$ cat config.mk
export PLATFORM = sky130hd
export DESIGN_NAME = led_mood_pattern_generator_unit
export DESIGN_NICKNAME = d
export VERILOG_FILES = /design/src/sv/lmpg_pkg.sv /design/src/sv/led_mood_pattern_generator_unit.sv /design/src/sv/lmpg_front.sv /design/src/sv/lmpg_queue.sv /design/src/sv/lmpg_back.sv
export SDC_FILE = /design/constraint.sdc
export NUM_CORES = 1
export LEC_CHECK = 0
export ABC_AREA = 1
export BUFFER_PORTS_ARGS = -buffer_cell sky130_fd_sc_hd__buf_2
export CAP_MARGIN = 20
export CELL_PAD_IN_SITES_DETAIL_PLACEMENT = 1
export CELL_PAD_IN_SITES_GLOBAL_PLACEMENT = 1
export CORE_ASPECT_RATIO = 0.7
export CORE_UTILIZATION = 46
export CTS_BUF_LIST = sky130_fd_sc_hd__clkbuf_16
export CTS_CLUSTER_SIZE = 25
export DETAILED_ROUTE_END_ITERATION = 6
export PLACE_DENSITY = 0.95
export SYNTH_ARGS = -nofsm -noshare
export SYNTH_HDL_FRONTEND = slang
export SYNTH_HIERARCHICAL = 1
export SYNTH_SLANG_ARGS = --single-unit
$ cat constraint.sdc
create_clock -name clk_i -period 10.7 [get_ports clk_i]
set_input_delay 1.605 -clock clk_i [delete_from_list [all_inputs] [get_ports clk_i]]
set_output_delay 1.605 -clock clk_i [all_outputs]
set_load 0.02 [all_outputs]
$ cat src/sv/lmpg_pkg.sv
package lmpg_pkg;

  localparam int BoardWidth = 16;
  localparam int BoardHeight = 16;
  localparam int PresetCount = 14;
  localparam int QueueDepth = 2;
  localparam int QueuePtrWidth = $clog2(QueueDepth);
  localparam int QueueCountWidth = $clog2(QueueDepth + 1);

  localparam logic [3:0] PresetDiagonal = 4'd10;
  localparam logic [3:0] PresetBlocks = 4'd11;
  localparam logic [31:0] IntervalSlow = 32'd1000;
  localparam logic [31:0] IntervalFast = 32'd120;

  localparam logic [0:0] OpTick = 1'b0;
  localparam logic [0:0] OpQuery = 1'b1;

  localparam logic [0:0] RegMoodPreset = 1'b0;

  typedef struct packed {
    logic [0:0] operation;
    logic [31:0] now_ms;
    logic [3:0] pixel_x;
    logic [3:0] pixel_y;
  } in_item_t;

  typedef struct packed {
    logic frame_advanced;
    logic color_valid;
    logic [7:0] red;
    logic [7:0] green;
    logic [7:0] blue;
  } out_item_t;

  typedef enum logic [1:0] {
    CmdTick,
    CmdSolid,
    CmdWheel,
    CmdBlank
  } cmd_kind_e;

  typedef struct packed {
    cmd_kind_e kind;
    logic frame_advanced;
    logic [7:0] arg;
  } cmd_t;

  typedef struct packed {
    logic valid;
    logic ready;
  } queue_side_t;

endpackage

$ cat src/sv/led_mood_pattern_generator_unit.sv
// LED mood-pattern generator. Each item is either a time tick or a pixel color query,
// and each gives exactly one result, in order. The block takes one item per cycle while
// the command queue is not full. The front stage classifies the item in the cycle in which
// it is accepted; the command is then written to the two-entry command queue and from
// there into the result register of the back stage. Ticks update the animation state in
// the front stage, so a query sees every tick accepted before it. The pattern is chosen
// by the mood preset register at address 0; writing it clears the last-update time, and
// values 14 and 15 fold to presets 0 and 1.
module led_mood_pattern_generator_unit
  import lmpg_pkg::*;
(
  input  logic clk_i,
  input  logic rst_ni,
  input  logic push,
  output logic full,
  input  in_item_t in_item_i,
  output logic empty,
  input  logic pop,
  output out_item_t out_item_o,
  input  logic psel,
  input  logic penable,
  input  logic pwrite,
  input  logic [2:0] paddr,
  input  logic [31:0] pwdata,
  output logic [31:0] prdata,
  output logic pready
);

  logic [3:0] preset_q, preset_d;
  logic cfg_write;
  logic preset_write;
  logic accept;
  cmd_t front_cmd;
  cmd_t queue_cmd;
  queue_side_t queue_status;
  logic cmd_pop;

  always_comb begin
    pready = 1'b1;
    cfg_write = psel && penable && pwrite && pready;
    preset_write = cfg_write && (paddr[2:2] == RegMoodPreset);
    preset_d = preset_q;
    if (preset_write) begin
      preset_d = (32'(pwdata[3:0]) >= PresetCount) ?
                 pwdata[3:0] - 4'(PresetCount) : pwdata[3:0];
    end
    prdata = (paddr[2:2] == RegMoodPreset) ? {28'd0, preset_q} : 32'd0;
    full = !queue_status.ready;
    accept = push && !full;
  end

  always_ff @(posedge clk_i or negedge rst_ni) begin
    if (!rst_ni) begin
      preset_q <= 4'd0;
    end else begin
      preset_q <= preset_d;
    end
  end

  lmpg_front u_front (
    .clk_i       (clk_i),
    .rst_ni      (rst_ni),
    .accept_i    (accept),
    .item_i      (in_item_i),
    .preset_i    (preset_q),
    .clear_time_i(preset_write),
    .cmd_o       (front_cmd)
  );

  lmpg_queue u_queue (
    .clk_i   (clk_i),
    .rst_ni  (rst_ni),
    .push_i  (accept),
    .data_i  (front_cmd),
    .pop_i   (cmd_pop),
    .data_o  (queue_cmd),
    .status_o(queue_status)
  );

  lmpg_back u_back (
    .clk_i      (clk_i),
    .rst_ni     (rst_ni),
    .cmd_i      (queue_cmd),
    .cmd_valid_i(queue_status.valid),
    .cmd_pop_o  (cmd_pop),
    .pop_i      (pop),
    .empty_o    (empty),
    .out_item_o (out_item_o)
  );

  a_preset_in_range: assert property (@(posedge clk_i) disable iff (!rst_ni)
    32'(preset_q) < PresetCount)
    else $error("mood preset outside the defined patterns");

endmodule

$ cat src/sv/lmpg_front.sv
module lmpg_front
  import lmpg_pkg::*;
(
  input  logic clk_i,
  input  logic rst_ni,
  input  logic accept_i,
  input  in_item_t item_i,
  input  logic [3:0] preset_i,
  input  logic clear_time_i,
  output cmd_t cmd_o
);

  logic [31:0] last_update_q, last_update_d;
  logic [7:0] anim_offset_q, anim_offset_d;
  logic [31:0] elapsed;
  logic [31:0] interval;
  logic advance;
  logic on_board;
  logic [7:0] diag_pos;
  logic [7:0] block_pos;

  always_comb begin
    interval = (preset_i >= PresetDiagonal) ? IntervalFast : IntervalSlow;
    elapsed = item_i.now_ms - last_update_q;
    advance = (item_i.operation == OpTick) && (elapsed > interval);
    on_board = (9'(item_i.pixel_x) < 9'(BoardWidth)) && (9'(item_i.pixel_y) < 9'(BoardHeight));
    diag_pos = 8'(item_i.pixel_x) * 8'd10 + 8'(item_i.pixel_y) * 8'd10
             + anim_offset_q * 8'd3;
    block_pos = 8'(item_i.pixel_x[3:2]) * 8'd45 + 8'(item_i.pixel_y[3:2]) * 8'd30
              + anim_offset_q * 8'd2;
  end

  always_comb begin
    cmd_o.frame_advanced = 1'b0;
    cmd_o.arg = 8'd0;
    cmd_o.kind = CmdBlank;
    if (item_i.operation == OpTick) begin
      cmd_o.kind = CmdTick;
      cmd_o.frame_advanced = advance;
    end else if (on_board) begin
      if (preset_i < PresetDiagonal) begin
        cmd_o.kind = CmdSolid;
        cmd_o.arg = 8'(preset_i);
      end else if (preset_i == PresetDiagonal) begin
        cmd_o.kind = CmdWheel;
        cmd_o.arg = diag_pos;
      end else if (preset_i == PresetBlocks) begin
        cmd_o.kind = CmdWheel;
        cmd_o.arg = block_pos;
      end
    end
  end

  always_comb begin
    last_update_d = last_update_q;
    anim_offset_d = anim_offset_q;
    if (clear_time_i) begin
      last_update_d = 32'd0;
    end else if (accept_i && advance) begin
      last_update_d = item_i.now_ms;
      anim_offset_d = anim_offset_q + 8'd1;
    end
  end

  always_ff @(posedge clk_i or negedge rst_ni) begin
    if (!rst_ni) begin
      last_update_q <= 32'd0;
      anim_offset_q <= 8'd0;
    end else begin
      last_update_q <= last_update_d;
      anim_offset_q <= anim_offset_d;
    end
  end

  a_advance_stores_time: assert property (@(posedge clk_i) disable iff (!rst_ni)
    (accept_i && advance && !clear_time_i) |=> (last_update_q == $past(item_i.now_ms)))
    else $error("last update time not taken from the advancing tick");

  a_offset_steps_once: assert property (@(posedge clk_i) disable iff (!rst_ni)
    (anim_offset_q != $past(anim_offset_q)) |-> (anim_offset_q == $past(anim_offset_q) + 8'd1))
    else $error("animation offset moved by other than one step");

endmodule

$ cat src/sv/lmpg_queue.sv
module lmpg_queue
  import lmpg_pkg::*;
(
  input  logic clk_i,
  input  logic rst_ni,
  input  logic push_i,
  input  cmd_t data_i,
  input  logic pop_i,
  output cmd_t data_o,
  output queue_side_t status_o
);

  cmd_t mem_q [QueueDepth];
  logic [QueuePtrWidth-1:0] wr_ptr_q, wr_ptr_d;
  logic [QueuePtrWidth-1:0] rd_ptr_q, rd_ptr_d;
  logic [QueueCountWidth-1:0] count_q, count_d;
  logic do_push, do_pop;

  always_comb begin
    status_o.valid = (count_q != '0);
    status_o.ready = (count_q != QueueCountWidth'(QueueDepth));
    do_push = push_i && status_o.ready;
    do_pop = pop_i && status_o.valid;
    data_o = mem_q[rd_ptr_q];
    wr_ptr_d = wr_ptr_q;
    rd_ptr_d = rd_ptr_q;
    count_d = count_q;
    if (do_push) begin
      wr_ptr_d = (32'(wr_ptr_q) == QueueDepth - 1) ? '0 : wr_ptr_q + 1'b1;
    end
    if (do_pop) begin
      rd_ptr_d = (32'(rd_ptr_q) == QueueDepth - 1) ? '0 : rd_ptr_q + 1'b1;
    end
    if (do_push && !do_pop) begin
      count_d = count_q + 1'b1;
    end else if (do_pop && !do_push) begin
      count_d = count_q - 1'b1;
    end
  end

  always_ff @(posedge clk_i) begin
    if (do_push) begin
      mem_q[wr_ptr_q] <= data_i;
    end
  end

  always_ff @(posedge clk_i or negedge rst_ni) begin
    if (!rst_ni) begin
      wr_ptr_q <= '0;
      rd_ptr_q <= '0;
      count_q <= '0;
    end else begin
      wr_ptr_q <= wr_ptr_d;
      rd_ptr_q <= rd_ptr_d;
      count_q <= count_d;
    end
  end

  a_count_bounded: assert property (@(posedge clk_i) disable iff (!rst_ni)
    32'(count_q) <= QueueDepth)
    else $error("command queue count beyond its depth");

  a_pointers_agree: assert property (@(posedge clk_i) disable iff (!rst_ni)
    (count_q == '0) |-> (wr_ptr_q == rd_ptr_q))
    else $error("empty command queue with pointers apart");

endmodule

$ cat src/sv/lmpg_back.sv
module lmpg_back
  import lmpg_pkg::*;
(
  input  logic clk_i,
  input  logic rst_ni,
  input  cmd_t cmd_i,
  input  logic cmd_valid_i,
  output logic cmd_pop_o,
  input  logic pop_i,
  output logic empty_o,
  output out_item_t out_item_o
);

  out_item_t out_q, out_d;
  logic out_valid_q, out_valid_d;
  logic [23:0] solid_rgb;
  logic [23:0] wheel_rgb;

  function automatic logic [23:0] solid_color(input logic [3:0] idx);
    logic [23:0] rgb;
    rgb = 24'h000000;
    unique case (idx)
      4'd0: rgb = {8'd255, 8'd255, 8'd255};
      4'd1: rgb = {8'd255, 8'd180, 8'd90};
      4'd2: rgb = {8'd255, 8'd0, 8'd0};
      4'd3: rgb = {8'd255, 8'd80, 8'd0};
      4'd4: rgb = {8'd255, 8'd255, 8'd0};
      4'd5: rgb = {8'd0, 8'd255, 8'd0};
      4'd6: rgb = {8'd0, 8'd255, 8'd255};
      4'd7: rgb = {8'd0, 8'd0, 8'd255};
      4'd8: rgb = {8'd140, 8'd0, 8'd255};
      4'd9: rgb = {8'd255, 8'd0, 8'd120};
      default: rgb = 24'h000000;
    endcase
    return rgb;
  endfunction

  function automatic logic [23:0] color_wheel(input logic [7:0] pos);
    logic [7:0] p;
    logic [7:0] seg;
    logic [7:0] up;
    logic [23:0] rgb;
    p = ~pos;
    if (p < 8'd85) begin
      seg = p;
    end else if (p < 8'd170) begin
      seg = p - 8'd85;
    end else begin
      seg = p - 8'd170;
    end
    up = seg * 8'd3;
    if (p < 8'd85) begin
      rgb = {8'd255 - up, 8'd0, up};
    end else if (p < 8'd170) begin
      rgb = {8'd0, up, 8'd255 - up};
    end else begin
      rgb = {up, 8'd255 - up, 8'd0};
    end
    return rgb;
  endfunction

  always_comb begin
    solid_rgb = solid_color(cmd_i.arg[3:0]);
    wheel_rgb = color_wheel(cmd_i.arg);
    empty_o = !out_valid_q;
    out_item_o = out_q;
    cmd_pop_o = cmd_valid_i && (!out_valid_q || pop_i);

    out_d.frame_advanced = 1'b0;
    out_d.color_valid = 1'b0;
    {out_d.red, out_d.green, out_d.blue} = 24'h000000;
    case (cmd_i.kind)
      CmdTick: begin
        out_d.frame_advanced = cmd_i.frame_advanced;
      end
      CmdSolid: begin
        out_d.color_valid = 1'b1;
        {out_d.red, out_d.green, out_d.blue} = solid_rgb;
      end
      CmdWheel: begin
        out_d.color_valid = 1'b1;
        {out_d.red, out_d.green, out_d.blue} = wheel_rgb;
      end
      default: begin
        out_d.color_valid = 1'b0;
      end
    endcase

    out_valid_d = out_valid_q;
    if (cmd_pop_o) begin
      out_valid_d = 1'b1;
    end else if (pop_i && out_valid_q) begin
      out_valid_d = 1'b0;
    end
  end

  always_ff @(posedge clk_i) begin
    if (cmd_pop_o) begin
      out_q <= out_d;
    end
  end

  always_ff @(posedge clk_i or negedge rst_ni) begin
    if (!rst_ni) begin
      out_valid_q <= 1'b0;
    end else begin
      out_valid_q <= out_valid_d;
    end
  end

  a_result_kinds_exclusive: assert property (@(posedge clk_i) disable iff (!rst_ni)
    out_valid_q |-> !(out_q.frame_advanced && out_q.color_valid))
    else $error("result flags both a new frame and a color");

  a_no_color_when_invalid: assert property (@(posedge clk_i) disable iff (!rst_ni)
    (out_valid_q && !out_q.color_valid) |->
      ({out_q.red, out_q.green, out_q.blue} == 24'h000000))
    else $error("result carries a color without a valid flag");

endmodule

== Word level (Yosys, flattened, before mapping) ==
Memory sizes are Yosys's and may differ from the RTL's.
Cells that the tools add are included.

* Multiplexer cells: 28
* $mul: 6
* Eq/ne operators: 5
* Reductions and logical operators: 24
* Add/subtract/negate cells: 14
* Order comparisons: 6
* Bitwise logic cells: 4

{| class="wikitable"
|+ Operators with widths
! cell !! number
|-
| 32-bit two-way mux || 2
|-
| 24-bit two-way mux || 2
|-
| 8-bit two-way mux || 6
|-
| 24-bit one-hot mux with 2 select lines || 1
|-
| 32-bit greater-than comparator || 1
|-
| 32-bit subtractor || 1
|-
| 8-bit adder || 3
|-
| 8-bit by 2-bit multiplier with 8-bit output (second input constant) || 2
|-
| 4-bit by 3-bit multiplier with 7-bit output (second input constant) || 2
|-
| 1-bit logical AND || 12
|-
| 10-bit two-way mux || 1
|-
| 2-bit two-way mux || 5
|-
| 1-bit two-way mux || 9
|-
| 8-bit by 1-bit adder with 8-bit output (second input constant) || 1
|-
| 8-bit by 7-bit adder with 8-bit output || 1
|-
| 4-bit equality test (second input constant) || 2
|-
| 4-bit >= comparator (second input constant) || 2
|-
| 8-bit by 7-bit less-than comparator with 1-bit output (second input constant) || 1
|-
| 8-bit less-than comparator (second input constant) || 1
|-
| 2-bit by 6-bit multiplier with 8-bit output (second input constant) || 1
|-
| 4-bit two-way mux || 2
|-
| 8-bit NOT || 1
|-
| 2-bit nonzero test || 4
|-
| 8-bit by 7-bit subtractor with 8-bit output (second input constant) || 1
|-
| other kinds (17) || 23
|}

* Output and inout bits: 61
* Bits in read-only memories: 384
* Bits in writable memories: 22
* Memories kept: 2
* Word-level logic and storage cells: 101
* Bits in registers: 75

{| class="wikitable"
|+ Memory list
! name !! words !! bits a word !! rd ports !! clocked after Yosys merged registers in !! write ports !! line !! RTL
|-
| (name not given) || 16 || 24 || 1 || 0 || 0 || lmpg_back.sv:22 || <nowiki>unique case (idx)</nowiki>
|-
| u_queue.mem_q || 2 || 11 || 1 || 0 || 1 || lmpg_queue.sv:13 || <nowiki>cmd_t mem_q [QueueDepth];</nowiki>
|}

== Depth between registers and ports, before layout ==
Gate-level depths: netlist of run 1.
An unclocked memory read counts as a cell.

* Depth after elaboration: 10
* Depth in mapped cells: 29
* Depth with buffers taken out: 27

== Modules after synthesis ==
Netlist of run 1, hierarchy kept.

{| class="wikitable"
|+ Modules (own cells, without submodules)
! module !! sequential area each (µm²) !! area an instance (µm²) !! cells each !! instances
|-
| lmpg_front || 1001.0 || 6297.3 || 1014 || 1
|-
| lmpg_back || 805.8 || 2245.9 || 285 || 1
|-
| lmpg_queue || 760.7 || 1042.2 || 86 || 1
|-
| led_mood_pattern_generator_unit || 100.1 || 506.7 || 67 || 1
|}

== Worst setup path before layout of run 1 ==
OpenSTA, ideal clock, no wires.

* Path type: input port to flip-flop
* Start point: input port in_item_i[5] (netlist bit)
* End point: memory u_queue/mem_q[0][7] (netlist bit), data pin
* Stages: 15
* Setup slack: 5947 ps
* Setup time: 191 ps
* Path buffers: 0
* Arrival time: 4562 ps
* Cells stage by stage: ha_1 ha_1 fa_1 inv_1 fa_1 inv_1 fa_1 ha_1 nand2_1 nand2_1 a21oi_1 nand2_1 nand2_1 o21ai_0 a311oi_1

{| class="wikitable"
|+ RTL lines
! element !! line !! RTL
|-
| from (decl) || led_mood_pattern_generator_unit.sv:16 || <nowiki>input in_item_t in_item_i,</nowiki>
|-
| to (decl) || lmpg_queue.sv:13 ||
|}

==> out/metrics.yaml, run 1 <==
status: "finished, violations left"
violations: "DRC"
routed_via_density: 5.411
max_slew_margin_pct: 33.16
antenna_cells: 0
clk_pin_slew_worst_paths_ps: 70
slowest_stage: "fa_1"
yosys.area.top_type_share_pct: 16.89
initial_core_util_pct: 47.74
ys_ff_latch: 97
use_met3_pct: 4.257
cts_tree: "done"
yosysSeqAreaShare_pct: 26.43
post_cts_resized: 0
syn_area_um2: 10090
grt_pass1_wl_mm: 50.39
worstMarginPinSlew_ps: 998.9
drt_pre_antenna_iters: 7
vias: 9745
antenna_left: 0
hold_buffers: 0
worstPathArrival_ps: 5170
synth_edf_count: 48
design_area_um2: 10870
dp_hpwl_mm: 24.33
drive_gt1_share_pct: 11.67
preCtsSetupSlack_ps: 5326
die_x_um: 179.0
synth.distinct_cells: 52
overflow: 0
finClkSkew_ps: 13.11
top_usage_layer: "met2"
worstPathCellList: "buf_2 -> ha_1 -> ha_1 -> fa_1 -> inv_1 -> fa_1 -> inv_1 -> fa_1 -> ha_1 -> nand2_1 -> nand2_1 -> a21oi_1 -> nand2_1 -> nand2_1 -> o21ai_0 -> a311oi_1"
gp_congestion: 0.9443
rows: 44
synth_top_cell_by_area: "nand2_1"
hold_ws_ps: 513.6
max_stage_delay_ps: 500
critPathBufInv: 3
rsz0062_at_grt: "false"
fin_setup_tns_ps: 0
die_h_um: 125.9
setup_violations: 0
worstSkewPairLatency_ps: 380
antenna_found_initial: 0
cts_setup_buffers: 0
ioPinCount: 144
syn_inst: 1452
min_path_type: "reg -> reg"
htreeDepth: 3
routedWlPerCell_um: 17.38
cp_max_fo: 8
fin_nets: 1717
final_util_pct: 51.41
drc_errors: 22
clkSinkCount: 97
cts_buffers: 9
fmax_mhz: 199.5
synthArstFlopShare_pct: 50.52
drt_iter0_markers: 693
required_ps: 10860
core_um2: 21140
clock_path_buffers: 2
cap_violations: 0
cp-start-kind: "input pin"
p_leak_nw: 5.963
crit_type: "in -> reg"
yosys_warnings: 6
hold_viol: 0
clockRootBuffer: "clkbuf_16"
avgSynthCellArea_um2: 6.951
fin_crit_ps: 5012
gr-usage-all-layers_pct: 28.48
yosysMostFrequentCell: "nand2_1"
portBuffers: 84
p_per_area_nw_per_um2: 344.5
synth_top_flop_cell: "dfrtp_1"
grt_max_degree: 74
grt_use_met2_pct: 45.76
place_area_um2: 10570
grt_pass1_vias: 9915
syn_to_final_growth_pct: 7.699
cp-end-kind: "flip-flop"
met1_usage_pct: 40.07
ys_top_cells_by_count: "454 x nand2_1, 237 x inv_1, 103 x nand3_1, 94 x nor2_1, 91 x ha_1"
layout_setup_ws_ps: 5688
synth_area_leaders: "nand2_1 17%, edfxtp_1 14%, dfrtp_1 12%"
ir_worst_vdd_mv: 0.1761
finalCritPeriodShare_pct: 46.84
die-area_um2: 22550
routed_wl_mm: 31.30
path_delay_family: "adder cells"
crit_top_cell: "nand2_1"
drv_slew: 0
[power breakdown]
part           total, mW  internal [mW]  switching (mW)
Combinational       2.77          0.921            1.85
Sequential         0.650          0.566          0.0842
Clock              0.320          0.158           0.162
[metrics by stage]
stage               power, mW  instances
floorplan               2.681       1479
global placement        3.177       1784
detailed placement      3.351       1784
CTS                     3.719       1800
global route            4.092       1801
finish                  3.744       1801
[flip-flops by register name, indices dropped and copies added, names as in the netlist]
name and cells:
u_queue/mem_q 22, preset_q 4, u_front/anim_offset_q 8, u_back/out_valid_q 1, u_front/last_update_q 32, u_queue/rd_ptr_q 1
u_queue/wr_ptr_q 1, u_back/out_item_o 26, u_queue/count_q 2
[worst paths after layout]
check | startpoint | to | slack (ps) | cells after the start
worst max-delay path | in_item_i[7] | u_queue/mem_q[0][7]$_DFFE_PP_ | 5690 | 16
worst min-delay path | u_front/last_update_q[13]$_DFFE_PN0P_ | u_front/last_update_q[13]$_DFFE_PN0P_ | 510 | 2
worst max register to register | u_queue/rd_ptr_q$_DFFE_PN0P_ | u_back/out_item_o[6]$_DFFE_PP_ | 5740 | 21
worst min register to register | u_front/last_update_q[13]$_DFFE_PN0P_ | u_front/last_update_q[13]$_DFFE_PN0P_ | 510 | 2
max in group asynchronous | rst_ni | u_front/last_update_q[14]$_DFFE_PN0P_ | 8860 | 2
min in group asynchronous | rst_ni | u_front/last_update_q[29]$_DFFE_PN0P_ | 1380 | 2
[placed cells by master (no fill, tap or decap), types with 3 or more instances in the layout]
master | synthesis | final
xor2_1 | 21 | 21
clkbuf_16 | 0 | 9
nand2_2 | 20 | 20
nand2_1 | 454 | 454
fa_1 | 23 | 23
or2_2 | 6 | 6
nor2_2 | 7 | 8
buf_2 | 14 | 84
nand4_1 | 54 | 54
o21ai_0 | 16 | 16
nor3_1 | 9 | 9
o21ai_1 | 6 | 6
nand3b_1 | 11 | 11
ha_1 | 91 | 91
clkinvlp_4 | 0 | 3
nor2_4 | 4 | 4
o21bai_1 | 4 | 4
inv_1 | 237 | 239
nand3_2 | 7 | 7
xnor2_1 | 10 | 10
nor2_1 | 94 | 93
o211ai_1 | 3 | 3
conb_1 | 2 | 29
nand2_4 | 7 | 7
a21oi_1 | 59 | 59
dfrtp_1 | 49 | 49
inv_2 | 14 | 14
buf_4 | 33 | 4
edfxtp_1 | 48 | 48
nand3_1 | 103 | 103
clkinv_1 | 3 | 3
a31oi_1 | 4 | 4
[area by class of cell]
type                       instances  area, um^2
clock inverter                     7       47.55
multi-input combinational       1068        6146
fill                            2852       10270
clock buffer                       9       225.2
sequential                        97        2668
tap                              276       345.3
inverter                         255       959.7
timing repair buffer              89       478.0
[kinds of logic after synthesis]
| family | share of synthesized area [%] |
|---|---|
| buffers and inverters | 13.70 |
| XOR/XNOR | 2.852 |
| other | 0.07441 |
| AO/OA/AOI/OAI | 6.075 |
| AND/OR/NAND/NOR | 35.02 |
| flip-flops | 26.43 |
| adder cells (fa/ha/maj) | 15.84 |
[layer usage]
metal	share of wire, %	routed length [um]	vias up
met5	0	0	-
met2	45	14220	285
met3	5.7	1782	39
li1	-	-	4684
met1	47	14800	4737
met4	1.6	506	0
[worst min-delay path: cells and delay by family, from the launching register on]
family / cells / cell delay, ps
and+or+nand+nor: 2 / 130
DFF: 1 / 340
Note: power is estimated with default switching activity, not from simulation.
==> inputs of run 2 (changes only) <==
Settings changed: CORE_UTILIZATION 46 to 43, PLACE_DENSITY 0.95 to 0.92.
Clock period 10.7 ns to 5 ns, I/O delays scaled along.
==> run 2 against run 1 <==
  * The run now ends clean
  * Via count down 1.4%
  * Count of clock-buffer cells in the layout is the same
  * Register-to-register slack got worse by 5300 ps
  * Clock power grew 120%
  * Sequential share of layout area decreased by 0.13 points
  * Worst setup slack got worse by 5200 ps
  * Worst hold slack got worse by 7.1 ps
  * Utilization down 3.6 points
  * Total power up 110%
  * First-iteration DRC count is 19% lower
  * Largest power group unchanged
==> out/metrics.yaml, run 2 (synthesis results as in run 1) <==
cp_max_fo: 13  # +5
syn_to_final_growth_pct: 8.282
htreeDepth: 3  # unchanged
grt_max_degree: 74  # unchanged
p_leak_nw: 5.979  # +0.27%
clk_pin_slew_worst_paths_ps: 70  # about the same
regMostFlops: "u_front/last_update_q"
cts_tree: "done"
design_area_um2: 10930  # +0.54%
routed_wl_mm: 30.42  # -2.8%
slowest_stage: "dfrtp_1"
routedWlPerCell_um: 16.55  # -4.8%
place_area_um2: 10640  # +0.69%
layout_setup_ws_ps: 472.0  # -5216 ps
fin_setup_tns_ps: 0  # unchanged
core_um2: 22850  # +8.1%
nFillCells: 3041  # +6.6%
preCtsSetupSlack_ps: 476.0  # -4850 ps
path_delay_family: "simple AND/OR/NAND/NOR gates"
ioPinCount: 144  # unchanged
antenna_left: 0  # unchanged
die_x_um: 185.1  # +3.4%
grt_pass1_vias: 9727  # -1.9%
worstPathArrival_ps: 4630  # -540 ps
hold_viol: 0  # unchanged
fmax_mhz: 220.8
setup_violations: 0  # unchanged
portBuffers: 84  # unchanged
rows: 46  # +4.5%
worstMarginPinSlew_ps: 958.7  # -40.25 ps
drt_pre_antenna_iters: 5  # -2
clock_path_buffers: 2  # unchanged
worstPathCellList: "inv_1 -> nand2_1 -> nand2_1 -> ha_1 -> o21ai_2 -> nand2_1 -> nand3_2 -> nand2_1 -> o221ai_1 -> inv_1 -> ha_1 -> fa_1 -> inv_1 -> nor3_1 -> nor2_1 -> nand4_1 -> nand2_2 -> clkinv_1 -> nand2_2 -> nand3_2 -> nand2_1 -> nor2_1 -> nor2_1 -> nor2_1"
min_path_type: "in -> async"
worstRegToRegCells: 24  # +14%
grt_pass1_wl_mm: 49.72  # -1.3%
overflow: 0  # unchanged
crit_top_cell: "nand2_1"
cp_num_cells: 24  # +8
status: "finished, final reports clean"
cp-start-kind: "flip-flop"
cts_setup_buffers: 0  # unchanged
drc_errors: 0  # -100%
clockRootBuffer: "clkbuf_16"
hold_buffers: 0  # unchanged
required_ps: 5100  # -5760 ps
die_h_um: 130.2  # +3.4%
max_stage_delay_ps: 610  # +110 ps
initial_core_util_pct: 44.17  # -3.6 points
final_cell_mix: "454 x nand2_1, 238 x inv_1, 103 x nand3_1"
p_per_area_nw_per_um2: 731.3  # +110%
routed_via_density: 5.228  # -3.4%
drive_gt1_share_pct: 11.80  # +0.12 points
cts_buffers: 9  # unchanged
worstSkewPairLatency_ps: 370  # about the same
fin_nets: 1718  # +0.058%
gp_congestion: 0.9283  # -1.7%
ir_worst_vdd_mv: 0.4223  # +140%
finClkSkew_ps: 11.35  # -1.764 ps
finalCritPeriodShare_pct: 90.56
gr-usage-all-layers_pct: 26.47  # -2.0 points
rsz0062_at_grt: "false"
power_mw: 7.992  # +110%
largest_reg_flops: 32  # unchanged
max_slew_margin_pct: 36.02  # +2.9 points
clkSinkCount: 97  # unchanged
cp-end-kind: "flip-flop"
dp_hpwl_mm: 24.53  # +0.85%
antenna_cells: 0  # unchanged
die-area_um2: 24100  # +6.9%
drv_slew: 0  # unchanged
critPathBufInv: 4  # +1
cap_violations: 0  # unchanged
final_common_cell: "nand2_1"
crit_type: "reg -> reg"
final_util_pct: 47.83  # -3.6 points
post_cts_resized: 0  # unchanged
drt_iter0_markers: 561  # -19%
antenna_found_initial: 0  # unchanged
vias: 9609  # -1.4%
fin_crit_ps: 4528
## run 2: changes by cell type in the layout (fill, tap and decap cells not counted)
cell and change:
clkinvlp_4 -3, inv_8 +2, buf_12 +1, buf_16 -1, buf_4 +1, clkinv_4 +1, inv_1 -1, inv_6 +1
## run 2: worst reg2reg max path, delay by kind of cell (launching register included)
kind / cells / cell delay (ps)
flops: 1 / 610
fa+ha+maj: 3 / 960
compound gates: 2 / 380
simple gates: 15 / 1720
buf+inv: 4 / 600
## run 2: per-stage QoR
stage / hold WS [ps] / std cells
final: 506.5 / 1838
after global routing: 545.1 / 1838
after CTS: 515.8 / 1838
after detailed placement: 497.3 / 1822
after global placement: 489.8 / 1822
after floorplan: 454.4 / 1479
## run 2: cell type report
| type | instances | area, um^2 | area share [%] |
|---|---|---|---|
| Multi-Input combinational cell | 1068 | 6146 | 56.24 |
| Sequential cell | 97 | 2668 | 24.41 |
| Inverter | 255 | 959.7 | 8.782 |
| Clock inverter | 7 | 61.31 | 0.5610 |
| Clock buffer | 9 | 225.2 | 2.061 |
| Timing Repair Buffer | 90 | 478.0 | 4.374 |
| Tap cell | 312 | 390.4 | 3.572 |
## run 2: metal layers
| metal | GRT usage [%] | routed length (um) |
|---|---|---|
| met1 | 36.63 | 14840 |
| met2 | 43.72 | 13860 |
| met3 | 4.242 | 1356 |
| met4 | 5.396 | 360 |
| met5 | 0 | 0 |
## run 2: where the power goes
part	switching [mW]	internal, mW	total [mW]
Combinational	3.93	1.98	5.91
Clock	0.342	0.348	0.690
Sequential	0.183	1.21	1.40
Total	4.45	3.54	7.99
## run 2: worst paths after layout
path,start,endpoint,slack [ps]
setup / recovery,u_queue/rd_ptr_q$_DFFE_PN0P_,u_back/out_item_o[7]$_DFFE_PP_,470
hold / removal,rst_ni,u_front/last_update_q[19]$_DFFE_PN0P_,510
setup reg to reg,u_queue/rd_ptr_q$_DFFE_PN0P_,u_back/out_item_o[7]$_DFFE_PP_,470
hold reg to reg,u_front/last_update_q[5]$_DFFE_PN0P_,u_front/last_update_q[5]$_DFFE_PN0P_,510
max in group asynchronous,rst_ni,u_front/last_update_q[17]$_DFFE_PN0P_,3980
min in group clk_i,u_front/last_update_q[5]$_DFFE_PN0P_,u_front/last_update_q[5]$_DFFE_PN0P_,510
==> inputs of run 3 (changes only) <==
Settings changed: CORE_ASPECT_RATIO 0.7 to not set.
==> run 3 against run 2 <==
  * Clock skew grew 1.4 ps
  * Fmax grew 3.4%
  * Die area is essentially flat
  * Combinational power grew 1%
  * Utilization grew 0.13 points
  * Clock power grew 8.7%
  * Sequential power is essentially flat
  * Register-to-register slack gained 150 ps
  * Worst hold slack gained 6.4 ps
  * Via count grew 1.4%
  * Global-route usage grew 0.49 points
  * Count of clock-buffer cells in the layout is the same
  * Largest cell class unchanged
  * Largest power group unchanged
==> out/metrics.yaml, run 3 (synthesis results as in run 1) <==
die-area_um2: 24090  # about the same
cp-end-kind: "flip-flop"
antenna_found_initial: 0  # unchanged
worstMarginPinSlew_ps: 985.6  # +26.96 ps
p_int_mw: 3.544  # +0.17%
cts_buffers: 9  # unchanged
fin_nets: 1719  # +0.058%
rsz0062_at_grt: "false"
crit_type: "reg -> reg"
grt_pass1_vias: 10460  # +7.5%
p_leak_nw: 5.988  # +0.15%
worst-r2r-setup-slack_ps: 620  # +150 ps
status: "finished, final reports clean"
clockRootBuffer: "clkbuf_16"
ioPinCount: 144  # unchanged
r2r-start: "u_queue/rd_ptr_q$_DFFE_PN0P_"
nFillCells: 3066  # +0.82%
hold_ws_ps: 512.9  # +6.392 ps
gp_congestion: 0.8984  # -3.2%
clk_pin_slew_worst_paths_ps: 80  # about the same
fin_crit_ps: 4379  # -149.5 ps
preCtsSetupSlack_ps: 577.2  # +101.2 ps
finClkSkew_ps: 12.79  # +1.444 ps
seq_power_share_pct: 17.1  # -0.4 points
largest_reg_flops: 32  # unchanged
grt_max_degree: 50  # -32%
rows: 55  # +20%
cts_tree: "done"
dp_hpwl_mm: 24.82  # +1.2%
routed_wl_mm: 31.28  # +2.8%
routedWlPerCell_um: 17.00  # +2.7%
combPwrFrac_pct: 73.7  # -0.2 points
ir_worst_vdd_mv: 0.4580  # +8.5%
stdcell_count: 1840  # +0.11%
cts_setup_buffers: 0  # unchanged
vias: 9747  # +1.4%
final_common_cell: "nand2_1"
post_cts_resized: 0  # unchanged
p_per_area_nw_per_um2: 741.7  # +1.4%
crit_path_end: "u_back/out_item_o[14]$_DFFE_PP_"
htreeDepth: 3  # unchanged
regMostFlops: "u_front/last_update_q"
max_slew_margin_pct: 34.05  # -2.0 points
fmax_mhz: 228.4  # +3.4%
design_area_um2: 10960  # +0.26%
drt_pre_antenna_iters: 5  # unchanged
initial_core_util_pct: 44.17  # about the same
required_ps: 5180  # +80 ps
pwr-share-clk_pct: 9.2  # +0.6 points
hold_buffers: 0  # unchanged
dp.cells: 1824  # +0.11%
core_um2: 22850  # about the same
portBuffers: 84  # unchanged
worstPathArrival_ps: 4560  # -70 ps
r2r-end: "u_back/out_item_o[14]$_DFFE_PP_"
cp-start-kind: "flip-flop"
gr-usage-all-layers_pct: 26.96  # +0.49 points
min_path_type: "reg -> reg"
overflow: 0  # unchanged
routed_via_density: 5.297  # +1.3%
grt_pass1_wl_mm: 51.21  # +3.0%
drc_errors: 0  # unchanged
place_area_um2: 10650  # about the same
antenna_left: 0  # unchanged
p_switching_mw: 4.583  # +2.9%
worstSkewPairLatency_ps: 380  # about the same
cp_max_fo: 12  # -1
drt_iter0_markers: 442  # -21%
die_h_um: 155.2  # +19%
die_x_um: 155.2  # -16%
final_cell_mix: "454 x nand2_1, 237 x inv_1, 103 x nand3_1"
syn_to_final_growth_pct: 8.567
layout_setup_ws_ps: 621.5  # +149.5 ps
setup_violations: 0  # unchanged
finalCritPeriodShare_pct: 87.57  # -3.0 points
antenna_cells: 0  # unchanged
drive_gt1_share_pct: 11.92  # +0.12 points
cap_violations: 0  # unchanged
p_sw_share_pct: 56.39  # +0.66 points
hold_viol: 0  # unchanged
crit_start: "u_queue/rd_ptr_q$_DFFE_PN0P_"
fin_setup_tns_ps: 0  # unchanged
clkSinkCount: 97  # unchanged
clock_path_buffers: 2  # unchanged
drv_slew: 0  # unchanged
worstRegToRegCells: 20  # -17%
[run 3: area by class of cell]
| type | instances | area, um^2 | area share (%) |
|---|---|---|---|
| well taps | 313 | 391.6 | 3.574 |
| flip-flops and latches | 97 | 2668 | 24.35 |
| multi-input cells | 1068 | 6146 | 56.09 |
| clock inverters | 7 | 81.33 | 0.7423 |
| clock buffers | 9 | 225.2 | 2.055 |
| inverters | 255 | 959.7 | 8.759 |
| repair buffers | 91 | 485.5 | 4.431 |
[run 3: critical path, cell delays in order, from the launching register on]
cell	delay [ps]
dfrtp_1	410
inv_1	320
nand2_1	100
nand2_1	280
ha_1	290
o21ai_2	110
nand2_1	110
nand3_2	180
nand2_1	230
o22ai_1	100
a21oi_1	320
ha_1	360
a21oi_1	180
nand2_1	100
a21o_1	160
a21oi_1	160
xor2_1	240
inv_1	100
nand2_1	100
nand3_1	90
a21oi_1	240
[run 3: worst min path at each step]
stage	from	end	slack (ps)	cells after the start
6_report	u_front/last_update_q[4]$_DFFE_PN0P_	u_front/last_update_q[4]$_DFFE_PN0P_	510	2
5_1_grt	u_front/last_update_q[2]$_DFFE_PN0P_	u_front/last_update_q[2]$_DFFE_PN0P_	540	2
4_1_cts	u_front/last_update_q[2]$_DFFE_PN0P_	u_front/last_update_q[2]$_DFFE_PN0P_	520	2
3_5_place_dp	u_front/last_update_q[11]$_DFFE_PN0P_	u_front/last_update_q[11]$_DFFE_PN0P_	500	2
3_3_place_gp	u_front/last_update_q[30]$_DFFE_PN0P_	u_front/last_update_q[30]$_DFFE_PN0P_	490	2
2_1_floorplan	rst_ni	preset_q[0]$_DFFE_PN0P_	450	0
[run 3: per-stage QoR]
step / total power [mW] / util (%)
after floorplan: 5.738 / -
after global placement: 6.783 / 46.62
after detailed placement: 7.253 / 46.62
after CTS: 8.081 / 47.96
after global routing: 8.879 / 47.96
final: 8.127 / 47.96
[run 3: power groups by stage]
stage	logic (mW)	registers, mW	clock network (mW)
2_1_floorplan	4.25	1.49	0
3_3_place_gp	5.42	1.37	0
3_5_place_dp	5.85	1.40	0
4_1_cts	5.92	1.39	0.766
5_1_grt	6.68	1.42	0.784
6_report	5.99	1.39	0.750
[run 3: per-layer routing]
layer | part of all wire, % | GRT usage [%] | vias up
met2 | 54 | 52.68 | 214
met3 | 2.8 | 2.702 | 59
met4 | 2.9 | 11.11 | 0
met1 | 40 | 29.44 | 4778
li1 | - | - | 4696
met5 | 0 | 0 | -
